[src/hdl/tcrt_pkg.sv]
// Package for the three-channel root timer: operation codes, mode bits, shared types.
package tcrt_pkg;

  localparam int unsigned NumCountersDef = 3;
  localparam int unsigned DataW          = 16;
  localparam int unsigned IrqW           = 3;
  localparam logic [15:0] HsyncDivReset  = 16'd2146;

  // Mode register bits
  localparam int unsigned ModeStopBit     = 0;
  localparam int unsigned ModeResetTgtBit = 3;
  localparam int unsigned ModeIrqTgtBit   = 4;
  localparam int unsigned ModeIrqOvfBit   = 5;
  localparam int unsigned ModeRepeatBit   = 6;
  localparam int unsigned ModeClkABit     = 8;
  localparam int unsigned ModeClkBBit     = 9;

  localparam logic [15:0] ModeRequest  = 16'h0400;
  localparam logic [15:0] ModeHitTgt   = 16'h0800;
  localparam logic [15:0] ModeHitOvf   = 16'h1000;
  localparam logic [15:0] ModeReadKeep = 16'he7ff;
  localparam logic [15:0] CountTop     = 16'hffff;

  // Register map
  localparam logic RegHsyncDiv = 1'b0;

  typedef enum logic [2:0] {
    OP_TICK      = 3'd0,
    OP_WR_COUNT  = 3'd1,
    OP_WR_MODE   = 3'd2,
    OP_WR_TARGET = 3'd3,
    OP_RD_COUNT  = 3'd4,
    OP_RD_MODE   = 3'd5,
    OP_RD_TARGET = 3'd6,
    OP_NONE      = 3'd7
  } op_e;

  // Per-channel command for the processing cycle
  typedef struct packed {
    logic tick;
    logic wr_count;
    logic wr_mode;
    logic wr_target;
    logic rd_mode;
  } chan_cmd_t;

endpackage

[src/hdl/tcrt_regs.sv]
// APB-style configuration register holding the hsync divider.
module tcrt_regs
  import tcrt_pkg::*;
(
  input  logic        clk_i,
  input  logic        rst_ni,
  input  logic        psel,
  input  logic        penable,
  input  logic        pwrite,
  input  logic [2:0]  paddr,
  input  logic [31:0] pwdata,
  output logic [31:0] prdata,
  output logic        pready,
  output logic [15:0] hsync_div_o
);

  logic [15:0] hsync_div_q;
  logic        wr_en;

  assign pready = 1'b1;
  assign wr_en  = psel && penable && pwrite && (paddr[2] == RegHsyncDiv);

  always_ff @(posedge clk_i or negedge rst_ni) begin
    if (!rst_ni) begin
      hsync_div_q <= HsyncDivReset;
    end else if (wr_en) begin
      hsync_div_q <= pwdata[15:0];
    end
  end

  always_comb begin
    prdata = '0;
    if (paddr[2] == RegHsyncDiv) begin
      prdata = {16'd0, hsync_div_q};
    end
  end

  assign hsync_div_o = hsync_div_q;

endmodule

[src/hdl/tcrt_chan.sv]
// One timer channel: count, mode, target, prescaler and interrupt latch.
module tcrt_chan
  import tcrt_pkg::*;
#(
  parameter int unsigned CHAN = 0
) (
  input  logic        clk_i,
  input  logic        rst_ni,
  input  logic        exec_i,
  input  chan_cmd_t   cmd_i,
  input  logic [15:0] wdata_i,
  input  logic [15:0] hsync_div_i,
  output logic [15:0] count_o,
  output logic [15:0] mode_o,
  output logic [15:0] target_o,
  output logic        irq_o
);

  logic [15:0] count_q, count_d;
  logic [15:0] phase_q, phase_d;
  logic [15:0] mode_q, mode_d;
  logic [15:0] target_q, target_d;
  logic        fired_q, fired_d;

  logic [15:0] rate;
  logic        stopped;
  logic [16:0] phase_inc;
  logic [15:0] count_inc;
  logic        ev_tgt, ev_ovf, ev_any, enable, pulse;

  // Prescaler divide ratio for this channel
  always_comb begin
    rate    = 16'd1;
    stopped = 1'b0;
    if (CHAN == 0) begin
      if (mode_q[ModeClkABit]) rate = 16'd5;
    end else if (CHAN == 1) begin
      if (mode_q[ModeClkABit]) rate = (hsync_div_i == 16'd0) ? 16'd1 : hsync_div_i;
    end else if (CHAN == 2) begin
      stopped = mode_q[ModeStopBit];
      if (mode_q[ModeClkBBit]) rate = 16'd8;
    end
  end

  assign phase_inc = {1'b0, phase_q} + 17'd1;
  assign count_inc = count_q + 16'd1;

  always_comb begin
    count_d  = count_q;
    phase_d  = phase_q;
    mode_d   = mode_q;
    target_d = target_q;
    fired_d  = fired_q;
    ev_tgt   = 1'b0;
    ev_ovf   = 1'b0;
    if (exec_i && cmd_i.tick && !stopped) begin
      if (count_q == CountTop) begin
        ev_ovf  = 1'b1;
        count_d = '0;
      end else if (phase_inc < {1'b0, rate}) begin
        phase_d = phase_inc[15:0];
      end else begin
        phase_d = '0;
        if (count_inc == target_q) begin
          ev_tgt  = 1'b1;
          count_d = mode_q[ModeResetTgtBit] ? 16'd0 : count_inc;
        end else if (count_inc == CountTop) begin
          ev_ovf  = 1'b1;
          count_d = '0;
        end else begin
          count_d = count_inc;
        end
      end
    end
    ev_any = ev_tgt || ev_ovf;
    enable = ev_tgt ? mode_q[ModeIrqTgtBit] : mode_q[ModeIrqOvfBit];
    pulse  = ev_any && enable && (mode_q[ModeRepeatBit] || !fired_q);
    if (ev_any) begin
      mode_d = mode_q | ModeRequest | (ev_tgt ? ModeHitTgt : ModeHitOvf);
    end
    if (pulse) fired_d = 1'b1;

    // Bus accesses (never in the same transaction as a tick)
    if (exec_i) begin
      if (cmd_i.wr_count) begin
        count_d = wdata_i;
        phase_d = '0;
      end
      if (cmd_i.wr_mode) begin
        mode_d  = wdata_i;
        fired_d = 1'b0;
        count_d = '0;
        phase_d = '0;
      end
      if (cmd_i.wr_target) begin
        target_d = wdata_i;
        phase_d  = '0;
      end
      if (cmd_i.rd_mode) begin
        mode_d = mode_q & ModeReadKeep;
      end
    end
  end

  always_ff @(posedge clk_i or negedge rst_ni) begin
    if (!rst_ni) begin
      count_q  <= '0;
      phase_q  <= '0;
      mode_q   <= '0;
      target_q <= '0;
      fired_q  <= 1'b0;
    end else begin
      count_q  <= count_d;
      phase_q  <= phase_d;
      mode_q   <= mode_d;
      target_q <= target_d;
      fired_q  <= fired_d;
    end
  end

  assign count_o  = count_q;
  assign mode_o   = mode_q;
  assign target_o = target_q;
  assign irq_o    = pulse;

endmodule

[src/hdl/three_channel_root_timer_core.sv]
// Top level of the three-channel root timer: input register, channels, result register.
//
// Usage:
//   Input channel (in_valid_i / in_stall_o) carries one transaction per item:
//   operation_i (tick, count/mode/target write, count/mode/target read),
//   counter_index_i and write_data_i. Each tick stands for one system clock.
//   Output channel (out_valid_o / out_stall_i) returns exactly one transaction
//   per input item: read_data_o (read value, else zero) and irq_pulses_o
//   (bit n set when counter n pulsed its interrupt on that tick).
//   The input register holds the item; the channel update then writes the
//   result register. Throughput: one item per cycle while out_stall_i is low;
//   all channel work for an item is a single pass of the counter/prescaler
//   logic between the two registers.
//   When the receiver stalls, the result register holds; the input register
//   still takes one more item, then in_stall_o rises until the result drains.
//   Reset (rst_ni low, asynchronous) clears all counts, modes, targets,
//   prescalers and interrupt latches, and empties both registers; the hsync
//   divider returns to 2146.
//   The APB port (psel/penable/pwrite/paddr/pwdata/prdata/pready) holds the
//   hsync divider at address 0; write it only while the block is idle.
module three_channel_root_timer_core
  import tcrt_pkg::*;
#(
  parameter int unsigned NUM_COUNTERS = NumCountersDef
) (
  input  logic        clk_i,
  input  logic        rst_ni,
  // input channel
  input  logic        in_valid_i,
  output logic        in_stall_o,
  input  logic [2:0]  operation_i,
  input  logic [1:0]  counter_index_i,
  input  logic [15:0] write_data_i,
  // output channel
  output logic        out_valid_o,
  input  logic        out_stall_i,
  output logic [15:0] read_data_o,
  output logic [2:0]  irq_pulses_o,
  // configuration
  input  logic        psel,
  input  logic        penable,
  input  logic        pwrite,
  input  logic [2:0]  paddr,
  input  logic [31:0] pwdata,
  output logic [31:0] prdata,
  output logic        pready
);

  // Input register
  logic        item_valid_q, item_valid_d;
  logic [2:0]  op_q;
  logic [1:0]  idx_q;
  logic [15:0] data_q;

  // Result register
  logic        out_valid_q, out_valid_d;
  logic [15:0] rdata_q, rdata_d;
  logic [2:0]  irq_q, irq_d;

  logic        out_free, advance, accept;
  logic        idx_ok;
  op_e         op;
  logic [15:0] hsync_div;

  logic [15:0] cnt_w [NUM_COUNTERS];
  logic [15:0] mode_w [NUM_COUNTERS];
  logic [15:0] tgt_w [NUM_COUNTERS];
  logic        irq_w [NUM_COUNTERS];
  chan_cmd_t   cmd_w [NUM_COUNTERS];

  // Handshake: result register frees when empty or being taken
  assign out_free   = !out_valid_q || !out_stall_i;
  assign advance    = item_valid_q && out_free;
  assign in_stall_o = item_valid_q && !out_free;
  assign accept     = in_valid_i && !in_stall_o;

  always_comb begin
    item_valid_d = item_valid_q;
    if (accept) begin
      item_valid_d = 1'b1;
    end else if (advance) begin
      item_valid_d = 1'b0;
    end
    out_valid_d = out_valid_q;
    if (advance) begin
      out_valid_d = 1'b1;
    end else if (out_free) begin
      out_valid_d = 1'b0;
    end
  end

  always_ff @(posedge clk_i or negedge rst_ni) begin
    if (!rst_ni) begin
      item_valid_q <= 1'b0;
      out_valid_q  <= 1'b0;
    end else begin
      item_valid_q <= item_valid_d;
      out_valid_q  <= out_valid_d;
    end
  end

  always_ff @(posedge clk_i) begin
    if (accept) begin
      op_q   <= operation_i;
      idx_q  <= counter_index_i;
      data_q <= write_data_i;
    end
    if (advance) begin
      rdata_q <= rdata_d;
      irq_q   <= irq_d;
    end
  end

  assign op     = op_e'(op_q);
  assign idx_ok = 32'(idx_q) < NUM_COUNTERS;

  // Per-channel command decode
  always_comb begin
    for (int k = 0; k < NUM_COUNTERS; k++) begin
      cmd_w[k] = '0;
      cmd_w[k].tick = (op == OP_TICK);
      if (32'(idx_q) == k) begin
        cmd_w[k].wr_count  = (op == OP_WR_COUNT);
        cmd_w[k].wr_mode   = (op == OP_WR_MODE);
        cmd_w[k].wr_target = (op == OP_WR_TARGET);
        cmd_w[k].rd_mode   = (op == OP_RD_MODE);
      end
    end
  end

  tcrt_regs u_regs (
    .clk_i       (clk_i),
    .rst_ni      (rst_ni),
    .psel        (psel),
    .penable     (penable),
    .pwrite      (pwrite),
    .paddr       (paddr),
    .pwdata      (pwdata),
    .prdata      (prdata),
    .pready      (pready),
    .hsync_div_o (hsync_div)
  );

  for (genvar g = 0; g < NUM_COUNTERS; g++) begin : g_chan
    tcrt_chan #(
      .CHAN (g)
    ) u_chan (
      .clk_i       (clk_i),
      .rst_ni      (rst_ni),
      .exec_i      (advance),
      .cmd_i       (cmd_w[g]),
      .wdata_i     (data_q),
      .hsync_div_i (hsync_div),
      .count_o     (cnt_w[g]),
      .mode_o      (mode_w[g]),
      .target_o    (tgt_w[g]),
      .irq_o       (irq_w[g])
    );
  end

  // Result: read mux uses pre-update state; interrupt bits only for counters 0..2
  always_comb begin
    rdata_d = '0;
    irq_d   = '0;
    for (int k = 0; k < NUM_COUNTERS; k++) begin
      if (idx_ok && (32'(idx_q) == k)) begin
        case (op)
          OP_RD_COUNT:  rdata_d = cnt_w[k];
          OP_RD_MODE:   rdata_d = mode_w[k];
          OP_RD_TARGET: rdata_d = tgt_w[k];
          default:      rdata_d = rdata_d;
        endcase
      end
      if (k < IrqW) begin
        irq_d[k[1:0]] = irq_w[k];
      end
    end
  end

  assign out_valid_o  = out_valid_q;
  assign read_data_o  = rdata_q;
  assign irq_pulses_o = irq_q;

endmodule
[config.mk]
export PLATFORM = sky130hd
export DESIGN_NAME = three_channel_root_timer_core
export DESIGN_NICKNAME = d
export VERILOG_FILES = /design/src/hdl/tcrt_pkg.sv /design/src/hdl/tcrt_regs.sv /design/src/hdl/tcrt_chan.sv /design/src/hdl/three_channel_root_timer_core.sv
export SDC_FILE = /design/constraint.sdc
export NUM_CORES = 1
export LEC_CHECK = 0
export ABC_AREA = 1
export BUFFER_PORTS_ARGS = -buffer_cell sky130_fd_sc_hd__buf_4
export CELL_PAD_IN_SITES_DETAIL_PLACEMENT = 1
export CELL_PAD_IN_SITES_GLOBAL_PLACEMENT = 1
export CORE_MARGIN = 2
export CORE_UTILIZATION = 27
export CTS_BUF_LIST = sky130_fd_sc_hd__clkbuf_4 sky130_fd_sc_hd__clkbuf_8
export DETAILED_ROUTE_END_ITERATION = 8
export PLACE_DENSITY_LB_ADDON = 0.1
export SYNTH_ARGS = -nofsm -noshare
export SYNTH_HDL_FRONTEND = slang
export SYNTH_SLANG_ARGS = --single-unit
[constraint.sdc]
create_clock -name clk_i -period 3.44 [get_ports clk_i]
set_input_delay 0.516 -clock clk_i [delete_from_list [all_inputs] [get_ports clk_i]]
set_output_delay 0.516 -clock clk_i [all_outputs]
set_load 0.05 [all_outputs]
==> run metrics, run 1 <==
number of synthesized flops with an enable pin 40; final WL 70600 um; Top delay family on crit path simple AND/OR/NAND/NOR gates; Clock Latency Late Sink 0.69 ns; R2R cell count 23; slew margin rel. 30.8%; Req. time, crit path 4.00 ns; final instance area 19700 um^2; layout overhead on the synthesized area 19.9%; initial antenna violation count 3; gr usage total 22.4%; buffers added on ports 81; Met2 Routed Length around 32000 um; metal3 WL 3130 um; Core Area approximately 60000 um^2; Routed Antenna Nets 0; max-cap viol count 0; crit path from g_chan[1].u_chan.phase_q[1]; CTS tree yes; critical path launch point type register; largest net degree at the start of global routing 80; status complete, no violations; Tcrit/Tclk final a little over nine tenths; first-pass GRT wire length 107000 um; worst hold path cell count 3; Synth top area share 31.8%; min cycle time layout about 3.2 ns; worst hold start pwdata[10]; Synth area leader dfrtp_1; gr ovfl total 0; Post-synth top cells nand2_1, inv_1, dfrtp_1; Worst Max-Slew Pin Slew 1.04 ns; count leader, synth nand2_1; H-tree depth 2; worst hold path class input pin to register; Cell Count Post-Placement 3133; unrepaired setup endpoints after global routing yes; CP Capture Type register; setup violators final 0; final worst clock skew 0.0227 ns; Root Buffer clkbuf_8; Starting Density 27.3%; DRC viols 0; Avg Cell Area, Syn 7.10 um^2; post-DP HPWL 51500 um; Slew Viols, Final 0; vias in the first global route between 15000 and 20000; largest cells by area after synthesis dfrtp_1, nand2_1, edfxtp_1, inv_1, a21oi_1; # clock sinks 253; CP cell instances ha_2 -> nand2_2 -> nor2_4 -> nand4_1 -> nor3_2 -> nand2_1 -> nor2_2 -> nand2_1 -> xor2_1 -> inv_1 -> ha_4 -> a21oi_2 -> nor2_2 -> a211oi_2 -> nand2_1 -> inv_2 -> nand2_4 -> nand2_4 -> inv_4 -> buf_12 -> buf_12 -> nand4_1 -> a21oi_1; Worst path slowest cell dfrtp_1; critical path class register to register; WL/cell 21.6 um; number of register bits inferred by synthesis 253; DRT iter0 DRCs 802; DR top layer met5; number of cells on the critical path 23; drt via density 5.03; Cell Rows 90; FFs w/ async S/R, synth 84.2%; Max rail drop VDD around 0.25 mV; CP peak stage delay 0.36 ns; synth warn 0; register area share after synthesis 39.8%; Die ar. around 63000 um^2; CP arrival 3.79 ns; R2R Path Start g_chan[1].u_chan.phase_q[1]; Final Core Density 32.7%; Die W 251 um; clk buf depth 3; layout cells sized above 1 between 10 and 15%; Pleak 8.79 nW; I/O pins 117; Nets 2523; Post-Syn Area 16400 um^2; Routed met1 length 32500 um; vias about 16000; Synth Flop Type dfrtp_1; worst path buffer plus inverter count 5; fin cells 3264; Final GP Congestion 0.893; worst-path maximum fanout 9; Pre-Repair DR Iteration Count 5; clk slew on worst S/H paths 0.07 ns; Top cell by count, worst path nand2_1; placed cell areas 18000 um^2; Die Y-Extent 251 um; f_max 310 MHz; synthesized netlist cell count 2315; cts bufs inserted 54; final hold viol count 0; Yosys cell types 50; P per Cell Area around 570 nW/um^2
## final cells by class
cell class | count | area [um^2]
antenna | 2 | 5.00
clock buffer | 76 | 958
clock inverter | 26 | 325
fill | 7376 | 40500
inverter | 289 | 1090
multi-input combinational | 1678 | 8480
sequential | 253 | 6540
tap | 782 | 978
timing repair buffer | 158 | 1340
## routing by layer
layer,vias up,global-route usage [%]
met4,2,8.49
li1,7879,-
met1,8108,29.5
met5,-,0
met3,123,4.18
met2,311,36.3
## layout by cell type, fill, tap and decap left out, types with 7 or more instances in the layout
master         count
a21oi_1          187
a22oi_1           14
buf_4            128
bufinv_16          7
clkbuf_4          14
clkbuf_8          62
clkinv_1          12
clkinv_2           9
conb_1            17
dfrtp_1          209
dlygate4sd3_1     22
edfxtp_1          40
ha_1              24
inv_1            271
inv_2             12
nand2_1          581
nand2_2           23
nand2_4            8
nand3_1          152
nand4_1          105
nor2_1           172
nor2_2            31
nor2_4            13
nor3_1            76
o21ai_0          135
o21ai_1            9
o221ai_1          10
o22ai_1           26
xor2_1            29
## cells by family after synthesis
kind of cell	share of synthesized area, %
flip-flops	39.8
AO/OA/AOI/OAI	13.4
AND/OR/NAND/NOR	32.8
other	0.0457
buffers and inverters	9.91
adder cells (fa/ha/maj)	1.98
XOR/XNOR	2.18
## state kept, by name, indices dropped and copies added, names as in the netlist, 3 cells and up
| register | flops |
|---|---|
| g_chan.u_chan.fired_q | 3 |
| data_q | 16 |
| irq_pulses_o | 3 |
| g_chan.u_chan.count_o | 48 |
| g_chan.u_chan.target_o | 48 |
| u_regs.hsync_div_o | 16 |
| g_chan.u_chan.mode_o | 48 |
| g_chan.u_chan.phase_q | 48 |
| op | 3 |
| read_data_o | 16 |
## final timing paths
check	endpoint	slack, ns
min	u_regs.hsync_div_o[10]	0.08
min in group asynchronous	u_regs.hsync_div_o[10]	0.26
max in group asynchronous	g_chan[0].u_chan.target_o[11]	2.24
max	g_chan[1].u_chan.count_o[8]	0.21
min reg2reg	g_chan[0].u_chan.mode_o[9]	0.49
max reg2reg	g_chan[1].u_chan.count_o[8]	0.21
## power by group
part	total, mW	switching (mW)	internal (mW)
clock	3.94	1.60	2.34
sequential	4.19	0.595	3.60
combinational	3.03	2.04	0.987
## worst register-to-register path: stages, from the launching register on
cell and delay (ns):
dfrtp_1 0.36, ha_2 0.20, nand2_2 0.07, nor2_4 0.12
nand4_1 0.14, nor3_2 0.22, nand2_1 0.10, nor2_2 0.16
nand2_1 0.08, xor2_1 0.14, inv_1 0.11, ha_4 0.21
a21oi_2 0.14, nor2_2 0.05, a211oi_2 0.20, nand2_1 0.09
inv_2 0.11, nand2_4 0.07, nand2_4 0.08, inv_4 0.04
buf_12 0.13, buf_12 0.14, nand4_1 0.07, a21oi_1 0.08
## repair_timing
item | CTS | global route
hold buffers | 22 | 0
endpoints found under the setup margin | 0 | 38
hold endpoints to repair | 49 | 0
setup buffers | 0 | 4
resized for setup | 0 | 44
## stage by stage
| step | total power [mW] | hold slack (ns) | worst slack [ns] | TNS [ns] |
|---|---|---|---|---|
| 2_1_floorplan | 6.09 | 0.220 | 0.369 | 0 |
| 3_3_place_gp | 7.15 | 0.371 | 0.115 | 0 |
| 4_1_cts | 11.3 | 0.0281 | 0.0546 | 0 |
| 6_report | 11.2 | 0.0820 | 0.210 | 0 |
| 3_5_place_dp | 7.22 | 0.370 | 0.0869 | 0 |
| 5_1_grt | 11.9 | 0.0513 | -0.141 | -1.69 |
Note: power is estimated with default switching activity, not from simulation.
==> run 2, diff against run 1 <==
- BUFFER_PORTS_ARGS: -buffer_cell sky130_fd_sc_hd__buf_4 -> unset
- DONT_BUFFER_PORTS: unset -> 1
==> run metrics, run 2 (same netlist as run 1, synthesis figures left out) <==
status finished, violations left; failing checks hold timing; CTS Hold Bufs 35; final worst clock skew 0.0270 ns; # clock sinks 253; Root Buffer clkbuf_8; CP Capture Type register; most frequent cells in the layout nand2_1, inv_1, dfrtp_1, a21oi_1, nor2_1; Core Area 60200 um^2; Clock Latency Late Sink 0.67 ns; initial antenna violation count 2; final WL 71200 um; Die Y-Extent 251 um; Die ar. 62900 um^2; final hold slack -0.435 ns; crit path from op[2]; layout cells sized above 1 around a tenth; DRT iter0 DRCs slightly below 1000; Req. time, crit path 4.04 ns; max-cap viol count 0; drt via density 5.14; CTS tree yes; cts bufs inserted 51; CP arrival 3.76 ns; Routed Antenna Nets 0; clk buf depth 3; worst hold path class input pin to async pin; f_max 316 MHz; first-pass GRT wire length 107000 um; I/O pins 117; Nets 2442; vias approximately 16000; r2r endpoint g_chan[1].u_chan.mode_o[10]; buffers added on ports 0; DRC viols 0; Tcrit/Tclk final 92.0%; Starting Density 27.3%; Slew Viols, Final 0; worst-path maximum fanout 27; worst slack, placed -0.0230 ns; Pre-Repair DR Iteration Count 5; Die W 251 um; WL/cell 22.4 um; PnR worst setup slack 0.276 ns; gr ovfl total 0; Worst Max-Slew Pin Slew between 1 and 1.5 ns; final hold viol count ~210; Cell Rows 90; gr usage total 22.5%; layout overhead on the synthesized area 15.0%; H-tree depth 2; R2R Path Start op[2]; min cycle time layout approximately 3.2 ns; placed cell areas 17300 um^2; largest net degree at the start of global routing 214; R2R setup slack between 0.2 and 0.3 ns; Final Power 10.7 mW; unrepaired setup endpoints after global routing yes; slew margin rel. 26.8%; clk slew on worst S/H paths approximately 0.07 ns; final instance area 18900 um^2; setup violators final 0; Pleak 8.30 nW; Max rail drop VDD 0.256 mV; R2R cell count 9; critical path launch point type register; Final GP Congestion 0.851; vias in the first global route approximately 17000; post-DP HPWL 50800 um; post-CTS setup buffer count 0; P per Cell Area 567 nW/um^2; critical path class register to register; commonest non-fill, non-tap cell in the layout nand2_1
run 2: cell types whose count changed in the layout (fill, tap and decap cells not counted), sizes merged:
| cell | delta |
|---|---|
| buf | -90 |
| bufinv | -3 |
| clkbuf | -5 |
| clkinv | -1 |
| clkinvlp | +3 |
| diode | +1 |
| dlygate4sd3 | +13 |
| inv | -1 |
run 2: worst max path at each step:
stage / endpoint
2_1_floorplan: g_chan[1].u_chan.count_o[10]
4_1_cts: irq_pulses_o[1]
5_1_grt: g_chan[1].u_chan.count_o[15]
6_report: g_chan[1].u_chan.mode_o[10]
3_3_place_gp: g_chan[1].u_chan.count_o[4]
3_5_place_dp: g_chan[1].u_chan.count_o[14]
run 2: final cells by class:
cell class / instances / area (um^2)
Antenna cell: 3 / 7.51
Clock buffer: 72 / 903
Clock inverter: 24 / 226
Fill cell: 7363 / 41300
Inverter: 289 / 1090
Multi-Input combinational cell: 1678 / 8430
Sequential cell: 253 / 6540
Tap cell: 782 / 978
Timing Repair Buffer: 80 / 738
run 2: power breakdown:
group          total [mW]  switching, mW  internal [mW]
clock network        3.59           1.58           2.00
logic                2.85           1.95          0.898
registers            4.28          0.685           3.60
run 2: repair_timing:
action	in CTS	in global routing
endpoints found under the setup margin	10	37
pin swaps	0	4
gates resized for setup	1	23
endpoints found under the hold margin	248	213
run 2: worst max-delay path, stage by stage, from the launching register on:
cell,delay (ns)
edfxtp_1,0.59
nor3_1,0.25
inv_1,0.13
nor2_1,0.15
inv_1,0.29
nor2_2,0.42
clkinv_1,0.71
o21ai_0,0.41
inv_1,0.07
nand2_1,0.06
run 2: per-layer routing:
metal  up-vias  track usage (%)  part of all wire, %
met5         -                0                    0
met4         0             6.21                  2.4
met3        93             2.71                  3.9
met2       311             37.3                   47
met1      8198             31.0                   47
li1       7744                -                    -
run 2: through the flow:
stage	instances	util (%)	setup TNS, ns
2_1_floorplan	2330	-	0
3_3_place_gp	3047	28.8	0
3_5_place_dp	3047	28.8	-0.0860
4_1_cts	3178	31.2	0
5_1_grt	3179	31.4	-0.281
6_report	3181	31.4	0
==> run 3, diff against run 2 <==
- CORE_UTILIZATION: 27 -> 49
==> run metrics, run 3 (same netlist as run 1, synthesis figures left out) <==
status finished, violations left; failing checks hold timing, setup timing; final instance area 18500 um^2; Req. time, crit path 4.00 ns; drt via density 5.97; CP peak stage delay 0.36 ns; largest net degree at the start of global routing 214; critical path class register to register; unrepaired setup endpoints after global routing yes; initial antenna violation count 2; post-DP HPWL approximately 44000 um; I/O pins approximately 120; # clock sinks 253; min cycle time layout 3.50 ns; CTS tree yes; clk buf depth 3; Cell Rows 67; final hold viol count 213; Pre-Repair DR Iteration Count 5; Clock Latency Late Sink 0.64 ns; PnR worst setup slack -0.0647 ns; setup violators final 11; Slew Viols, Final 0; setup TNS -0.176 ns; gr usage total 36.2%; first-pass GRT wire length about 99000 um; Multi-input gate area 8480 um^2; Starting Density 49.4%; f_max 285 MHz; Routed Antenna Nets 0; vias 16900; fill count 4321; P per Cell Area 566 nW/um^2; worst-path maximum fanout 8; Tcrit/Tclk final 102%; DRT iter0 DRCs approximately 1400; max-cap viol count 0; R2R setup slack -0.06 ns; commonest non-fill, non-tap cell in the layout nand2_1; layout cells sized above 1 10.5%; Pleak between 8 and 9 nW; CP Capture Type register; Top cell by count, worst path nand2_1; Nets 2434; layout overhead on the synthesized area 12.2%; CTS Hold Bufs 21; FF+latch area between 6000 and 7000 um^2; slew margin rel. about a third; Die Y-Extent approximately 190 um; Worst Max-Slew Pin Slew 1.01 ns; cts bufs inserted 48; final worst clock skew 0.0322 ns; Final Power 10.5 mW; Root Buffer clkbuf_8; most frequent cells in the layout nand2_1, inv_1, dfrtp_1, a21oi_1, nor2_1; worst hold path class input pin to async pin; Die ar. 35000 um^2; H-tree depth 2; CP arrival 4.07 ns; clk slew on worst S/H paths 0.06 ns; final WL 63900 um; gr ovfl total 0; fin cells 2835; Final GP Congestion 0.957; CP cell instances ha_2 -> nand2_2 -> nor2_4 -> nand4_1 -> nor3_2 -> nand2_1 -> nor2_2 -> nand2_1 -> xor2_1 -> inv_1 -> ha_4 -> a21oi_2 -> nor2_2 -> a211oi_2 -> nand2_1 -> inv_2 -> nand3_2 -> nand2_4 -> buf_12 -> nand2_1 -> nand2_1 -> o21ai_1 -> nand2_1; WL/cell ~23 um; final hold slack -0.418 ns; buffers added on ports 0; Core Area 33300 um^2; placed cell areas 16900 um^2; vias in the first global route 17400; Worst path slowest cell dfrtp_1; DRC viols 0; Die W 187 um; critical path launch point type register; Cell Count Post-Placement 2708; Max rail drop VDD about 0.34 mV
-- run 3: cell type report --
| class | count | share of cell area [%] |
|---|---|---|
| Clock buffer | 62 | 4.39 |
| Antenna cell | 2 | 0.0271 |
| Clock inverter | 28 | 1.38 |
| Multi-Input combinational cell | 1678 | 45.9 |
| Sequential cell | 253 | 35.4 |
| Timing Repair Buffer | 75 | 3.91 |
| Inverter | 289 | 5.89 |
| Tap cell | 448 | 3.04 |
-- run 3: worst paths after layout --
path	from	to	depth (start not counted)
min in group clk_i	pwdata[6]	u_regs.hsync_div_o[6]	2
max in group asynchronous	rst_ni	g_chan[0].u_chan.count_o[2]	0
setup reg to reg	g_chan[1].u_chan.phase_q[1]	g_chan[1].u_chan.count_o[1]	23
hold reg to reg	data_q[8]	g_chan[1].u_chan.mode_o[8]	2
setup / recovery	g_chan[1].u_chan.phase_q[1]	g_chan[1].u_chan.count_o[1]	23
hold / removal	rst_ni	u_regs.hsync_div_o[10]	0
-- run 3: worst max-delay path, delay by kind of cell, from the launching register on --
kind	cells	cell delay (ns)
AO/OA/AOI/OAI	3	0.44
adder cells (fa/ha/maj)	2	0.42
buffers and inverters	3	0.38
AND/OR/NAND/NOR	14	1.66
XOR/XNOR	1	0.16
flip-flops	1	0.36
-- run 3: report_power, final --
group,leakage (nW),total (mW),switching (mW),internal [mW]
clock network,0.555,3.37,1.45,1.92
registers,3.18,4.29,0.693,3.60
logic,4.54,2.79,1.90,0.890
-- run 3: timing repair --
item	4_1_cts	5_1_grt
endpoints found under the hold margin	234	213
pin swaps	0	21
buffers inserted	0	12
setup endpoints to repair	1	37
gates resized for setup	1	37
cloned	0	2
-- run 3: routing by layer --
layer / wire [um] / GRT usage (%) / share of wire, %
met1: 27100 / 49.2 / 42
met2: 29200 / 57.1 / 46
met3: 5170 / 6.36 / 8.1
met4: 2480 / 15.1 / 3.9
met5: 16 / 0 / 0.025
-- run 3: stage by stage --
step / hold slack, ns / worst slack (ns) / util [%]
2_1_floorplan: 0.220 / 0.369 / -
3_3_place_gp: 0.225 / 0.185 / 50.7
3_5_place_dp: 0.226 / -0.00771 / 50.7
4_1_cts: -0.440 / 0.0272 / 54.6
5_1_grt: -0.427 / -0.267 / 55.4
6_report: -0.418 / -0.0647 / 55.4
